File: config.mk
export PLATFORM = sky130hd
export DESIGN_NAME = lfbr_ctrl
export DESIGN_NICKNAME = d
export VERILOG_FILES = /design/src/sv/length_framed_byte_ring_top_defines.svh /design/src/sv/lfbr_pkg.sv /design/src/sv/lfbr_ctrl.sv
export SDC_FILE = /design/constraint.sdc
export NUM_CORES = 1
export LEC_CHECK = 0
export BUFFER_PORTS_ARGS = -buffer_cell sky130_fd_sc_hd__buf_2
export CAP_MARGIN = 25
export CORE_MARGIN = 2
export CORE_UTILIZATION = 50
export CTS_CLUSTER_SIZE = 12
export DETAILED_ROUTE_END_ITERATION = 7
export HOLD_SLACK_MARGIN = 0.03
export PLACE_DENSITY = 0.8
export SLEW_MARGIN = 40
export SYNTH_ARGS = -nofsm -noshare
export SYNTH_HDL_FRONTEND = slang
export SYNTH_SLANG_ARGS = --single-unit
File: constraint.sdc
create_clock -name i_clk -period 2.2 [get_ports i_clk]
set_input_delay 0.33 -clock i_clk [delete_from_list [all_inputs] [get_ports i_clk]]
set_output_delay 0.33 -clock i_clk [all_outputs]
set_load 0.1 [all_outputs]
File: src/sv/length_framed_byte_ring_top_defines.svh
// Assertion helpers for the length framed byte ring.
// Each macro assumes i_clk and i_rst_n are visible where it is used.
`ifndef LENGTH_FRAMED_BYTE_RING_TOP_DEFINES_SVH
`define LENGTH_FRAMED_BYTE_RING_TOP_DEFINES_SVH

// Check a consequence in the same cycle.
`define LFBR_AST_IMP(lbl, ante, cons, msg) \
    lbl: assert property (@(posedge i_clk) disable iff (!i_rst_n) (ante) |-> (cons)) \
        else $error(msg);

// Check a consequence in the next cycle.
`define LFBR_AST_NXT(lbl, ante, cons, msg) \
    lbl: assert property (@(posedge i_clk) disable iff (!i_rst_n) (ante) |=> (cons)) \
        else $error(msg);

`endif

File: src/sv/lfbr_pkg.sv
package lfbr_pkg;

    // Ring geometry
    localparam int RING_BYTES   = 4096;
    localparam int OFF_W        = $clog2(RING_BYTES);
    localparam int CNT_W        = $clog2(RING_BYTES + 1);

    // Field widths
    localparam int CFG_W        = 13;
    localparam int LEN_W        = 16;
    localparam int DROP_W       = 32;
    localparam int PREFIX_W     = 32;
    localparam int PREFIX_BYTES = 4;
    localparam int PCNT_W       = $clog2(PREFIX_BYTES + 1);
    localparam int MIN_LEN      = 5;

    // Configuration port
    localparam int APB_ADDR_W   = 3;
    localparam int APB_DATA_W   = 32;
    localparam logic REG_RING_SIZE = 1'b0;

    // Operation codes
    localparam logic OP_WRITE = 1'b0;
    localparam logic OP_READ  = 1'b1;

    typedef enum logic [2:0] {
        ST_STORED  = 3'd0,
        ST_DISCARD = 3'd1,
        ST_ZERO    = 3'd2,
        ST_BYTE    = 3'd3,
        ST_NONE    = 3'd4
    } t_status;

    typedef enum logic [3:0] {
        S_IDLE,
        S_DISPATCH,
        S_WR_FIRST,
        S_WR_BYTE,
        S_RD_CHECK,
        S_PEEK,
        S_EVAL,
        S_FETCH,
        S_DATA,
        S_RESP
    } t_state;

    // Controller to datapath
    typedef struct packed {
        logic latch;
        logic wr_first;
        logic wr_byte;
        logic peek_start;
        logic peek_issue;
        logic peek_capture;
        logic skip;
        logic take_len;
        logic fetch_issue;
        logic read_byte;
        logic set_none;
        logic out_load;
    } t_cmd;

    // Datapath to controller
    typedef struct packed {
        logic is_read;
        logic first;
        logic len_zero;
        logic rd_rem_nz;
        logic cu_ge4;
        logic cu_nz;
        logic prefix_bad;
        logic prefix_fits;
    } t_stat;

endpackage

File: src/sv/lfbr_ctrl.sv
module lfbr_ctrl import lfbr_pkg::*; (
    input  logic  i_clk,
    input  logic  i_rst_n,
    input  logic  i_in_valid,
    output logic  o_in_ready,
    output logic  o_out_valid,
    input  logic  i_out_ready,
    input  t_stat i_stat,
    output t_cmd  o_cmd
);

    t_state              r_state, n_state;
    logic [PCNT_W-1:0]   r_cnt, n_cnt;
    logic                r_out_valid, n_out_valid;

    // State, prefix byte count and result valid
    always_ff @(posedge i_clk) begin
        if (!i_rst_n) begin
            r_state     <= S_IDLE;
            r_cnt       <= '0;
            r_out_valid <= 1'b0;
        end else begin
            r_state     <= n_state;
            r_cnt       <= n_cnt;
            r_out_valid <= n_out_valid;
        end
    end

    // Next state and commands
    always_comb begin
        n_state     = r_state;
        n_cnt       = r_cnt;
        n_out_valid = (r_out_valid && !i_out_ready) ? 1'b1 : 1'b0;
        o_cmd       = '0;
        o_in_ready  = 1'b0;
        case (r_state)
            S_IDLE: begin
                o_in_ready = 1'b1;
                if (i_in_valid) begin
                    o_cmd.latch = 1'b1;
                    n_state     = S_DISPATCH;
                end
            end
            S_DISPATCH: begin
                if (i_stat.is_read) begin
                    n_state = S_RD_CHECK;
                end else if (i_stat.first) begin
                    n_state = S_WR_FIRST;
                end else begin
                    n_state = S_WR_BYTE;
                end
            end
            S_WR_FIRST: begin
                o_cmd.wr_first = 1'b1;
                n_state = i_stat.len_zero ? S_RESP : S_WR_BYTE;
            end
            S_WR_BYTE: begin
                o_cmd.wr_byte = 1'b1;
                n_state = S_RESP;
            end
            S_RD_CHECK: begin
                if (i_stat.rd_rem_nz) begin
                    n_state = S_FETCH;
                end else if (i_stat.cu_ge4) begin
                    o_cmd.peek_start = 1'b1;
                    n_cnt   = '0;
                    n_state = S_PEEK;
                end else begin
                    o_cmd.set_none = 1'b1;
                    n_state = S_RESP;
                end
            end
            S_PEEK: begin
                // Issue one address a cycle, capture each byte in the cycle after its issue
                o_cmd.peek_issue   = (r_cnt < PCNT_W'(PREFIX_BYTES));
                o_cmd.peek_capture = (r_cnt != '0);
                n_cnt = r_cnt + 1'b1;
                if (r_cnt == PCNT_W'(PREFIX_BYTES)) begin
                    n_state = S_EVAL;
                end
            end
            S_EVAL: begin
                if (i_stat.prefix_bad) begin
                    o_cmd.skip = 1'b1;
                    n_state = S_RD_CHECK;
                end else if (i_stat.prefix_fits) begin
                    o_cmd.take_len = 1'b1;
                    n_state = S_FETCH;
                end else begin
                    o_cmd.set_none = 1'b1;
                    n_state = S_RESP;
                end
            end
            S_FETCH: begin
                o_cmd.fetch_issue = 1'b1;
                n_state = S_DATA;
            end
            S_DATA: begin
                o_cmd.read_byte = 1'b1;
                n_state = S_RESP;
            end
            S_RESP: begin
                // Hold until the result register is free
                if (!r_out_valid || i_out_ready) begin
                    o_cmd.out_load = 1'b1;
                    n_out_valid    = 1'b1;
                    n_state        = S_IDLE;
                end
            end
            default: begin
                n_state = S_IDLE;
            end
        endcase
    end

    assign o_out_valid = r_out_valid;

endmodule

==> results.toml <==
[die]
design.die.area_mm2 = 0.00160
floorplan_die_width_um = 40.0
floorplan.die.height_um = 40.0
fp.coreArea_mm2 = 0.00116
floorplan.initialDensity = 0.561
fp-row-count = 12
num_io_pins = 26

[clocking]
clock-root-buffer = "clkbuf_4"
cts_htree_levels = 1
clock_sink_count = 8
post_cts_hold_buffer_count = 0
tritoncts = "built"
numCtsBuffers = 3
ctsLongestPathBuffers = 2
cts.reportedPaths.clkPinSlew_ns = 0.05
worst_skew_pair.late_latency_ns = 0.25

[layout]
area_growth_pct = 33.0
final_layout_size_suffix_gt1_frac = 0.398
layout.core_utilization = 0.746
finalNetCount = 124
post_route_cell_area_um2 = 862
multi_input_area_um2 = 469
antenna_cells = 0
layout.cells.non_filler = 122
final-seq-area_um2 = 161
fillCellCount = 90

[sta]
clock-skew-final_ns = 0.00373
finalSetupViolCount = 0
slew_worst_pin_ns = 0.503
worst_hold_slack_ns = 0.390
rsz0062_at_grt = "no"
timing.final.crit_share = 0.932
slew_viol_final = 0
fmax_ghz = 0.488
timing.max_slew.rel_slack = 0.664
hold_violations = 0
period_needed_ns = 2.05

[logic_synthesis]
edff_count_synth = 0
synth-warning-count = 0
ys_seq_area_frac = 0.247
syn-mean-instance-area_um2 = 7.81
asyncSetResetFlopFracSynth = 0
synth_seq_cells = 8
synth.net_count = 97
ys.flop_type = "dfxtp_1"
synth_area_um2 = 648
synth_cell_type_count = 38
postSynthCellCount = 83

[critical_path]
timing.critical_path.from_type = "flip-flop"
crit_fanout = 13
end_kind = "primary output"
rr_endpoint = "r_cnt[0]$_SDFFE_PN0P_"
setup.worst_path.class = "flip-flop to primary output"
worst_ep_arrival_time_ns = 1.72
ff2ff_path_depth = 4
ff2ff_setup_slack_ns = 0.72
worst_ep_required_time_ns = 1.87
critical_path.reg2reg.startpoint = "r_state[3]$_SDFFE_PN0P_"

[power]
static_leakage_uw = 0.000385
comb_power_share = 0.656
switching_power_uw = 603
clock_power_share = 0.107
vdd_drop_max_mv = 1.01
sw_frac_of_total = 0.583
p_int_uw = 432
power.sequential.fraction = 0.237
power_per_cell_area_mw_per_mm2 = 1200

[route]
wl_per_cell_um = 12.3
first_iter_violations = 6
ant_nets = 0
num_vias = 701
detail_routed_via_count_per_cell = 5.75
dr.pass1.iters = 4
finalWirelength_um = 1500
route.detailed.drc = 0

[run]
max_cap_viol_count = 0

[global_routing]
grt_start_max_net_pins = 16
overflow = 0
first_global_vias = 559
grtUsageTotal = 0.238
antenna_found_initial = 0
first_pass_grt_wire_length_um = 2480

[placement]
place.gp.congestion = 0.802
placement.cell_area_um2 = 838
placed_cells_incl_taps = 119
dpl.hpwl_um = 1190
portBuffers = 24

[worst_hold_path]
hold_end = "r_state[3]$_SDFFE_PN0P_"
worst_hold_path.num_cells = 2
min_delay_src = "i_rst_n"
hold_path.class = "primary input to flip-flop"

[run_status]
status = "complete, no violations"
[sequential cells by signal (all words and copies together) (netlist names)]
signal / cells
o_out_valid: 1
r_cnt: 3
r_state: 4
[power by group through the flow]
stage / clock network [uW] / logic [uW] / registers [uW]
after detailed placement: 0 / 677 / 245
final: 111 / 679 / 245
after floorplan: 0 / 613 / 207
after global routing: 127 / 721 / 253
after CTS: 114 / 680 / 242
after global placement: 0 / 669 / 245
[repair_timing]
action / in CTS / in global routing
endpoints found under the setup margin: 0 / 1
setup buffers: 0 / 0
resized for setup: 0 / 1
[worst max-delay path by stage]
stage	to	start	slack (ns)
after floorplan	o_cmd[10]	r_state[0]$_SDFFE_PN0P_	-0.83
after CTS	o_cmd[1]	r_state[1]$_SDFFE_PN0P_	0.09
after global placement	o_cmd[1]	r_state[1]$_SDFFE_PN0P_	0.35
final	o_cmd[8]	r_state[3]$_SDFFE_PN0P_	0.15
after detailed placement	o_cmd[1]	r_state[1]$_SDFFE_PN0P_	0.36
after global routing	o_cmd[7]	r_state[0]$_SDFFE_PN0P_	0.05
[placed cells by master (no fill, tap or decap), types with 2 or more instances in the layout]
cell	instances
o2bb2ai_1	2
o21ai_0	2
nor3_1	4
dfxtp_1	7
and3_1	2
clkbuf_4	3
nand3_1	2
nand2_1	6
ha_1	2
buf_12	2
a21boi_0	2
o21bai_1	2
a21oi_1	4
o31a_1	2
nand2b_1	4
nor2_2	3
nor3_2	3
nor2_1	4
buf_2	22
inv_1	7
buf_4	2
[per-stage QoR]
step	total power (uW)	worst slack, ns	setup TNS (ns)
finish	1030	0.149	0
global route	1100	0.0481	0
CTS	1040	0.0892	0
detailed placement	922	0.361	0
global placement	914	0.350	0
floorplan	820	-0.831	-2.29
[cell usage after synthesis (2+ instances only)]
master | count | share of area
a21boi_0 | 2 | 0.023
a21oi_1 | 5 | 0.039
and3_1 | 2 | 0.019
buf_2 | 2 | 0.015
dfxtp_1 | 8 | 0.25
ha_1 | 2 | 0.039
inv_1 | 7 | 0.041
nand2_1 | 6 | 0.035
nand2b_1 | 4 | 0.039
nand3_1 | 2 | 0.015
nor2_1 | 6 | 0.035
nor2b_1 | 2 | 0.019
nor3_1 | 6 | 0.046
o21ai_0 | 2 | 0.015
o21bai_1 | 2 | 0.023
o2bb2ai_1 | 2 | 0.027
o31a_1 | 2 | 0.027
[cell families after synthesis]
| family | after synthesis | share of synthesized area |
|---|---|---|
| buffers and inverters | 11 | 0.0850 |
| adders and majority gates | 2 | 0.0386 |
| xor gates and xnor gates | 1 | 0.0135 |
| AOI/OAI and AO/OA | 20 | 0.218 |
| and+or+nand+nor | 41 | 0.398 |
| DFF | 8 | 0.247 |
[worst max-delay path, cell delays in order, from the launching register on]
cell and delay (ns):
dfxtp_1 0.46, and2b_1 0.30, nand4b_1 0.20, inv_1 0.09
buf_2 0.42
[cell type report]
class | count | share of cell area
clock buffers | 3 | 0.0261
flip-flops and latches | 8 | 0.187
multi-input cells | 64 | 0.544
inverters | 7 | 0.0305
well taps | 14 | 0.0203
repair buffers | 26 | 0.192
[per-layer routing]
metal / share of wire / global-route usage / wire (um)
met5: 0 / 0 / 0
met4: 0.0040 / 0.0517 / 6
met3: 0.073 / 0.100 / 110
met2: 0.45 / 0.347 / 680
met1: 0.47 / 0.323 / 706
No activity file was read; power rests on OpenSTA's default activity.
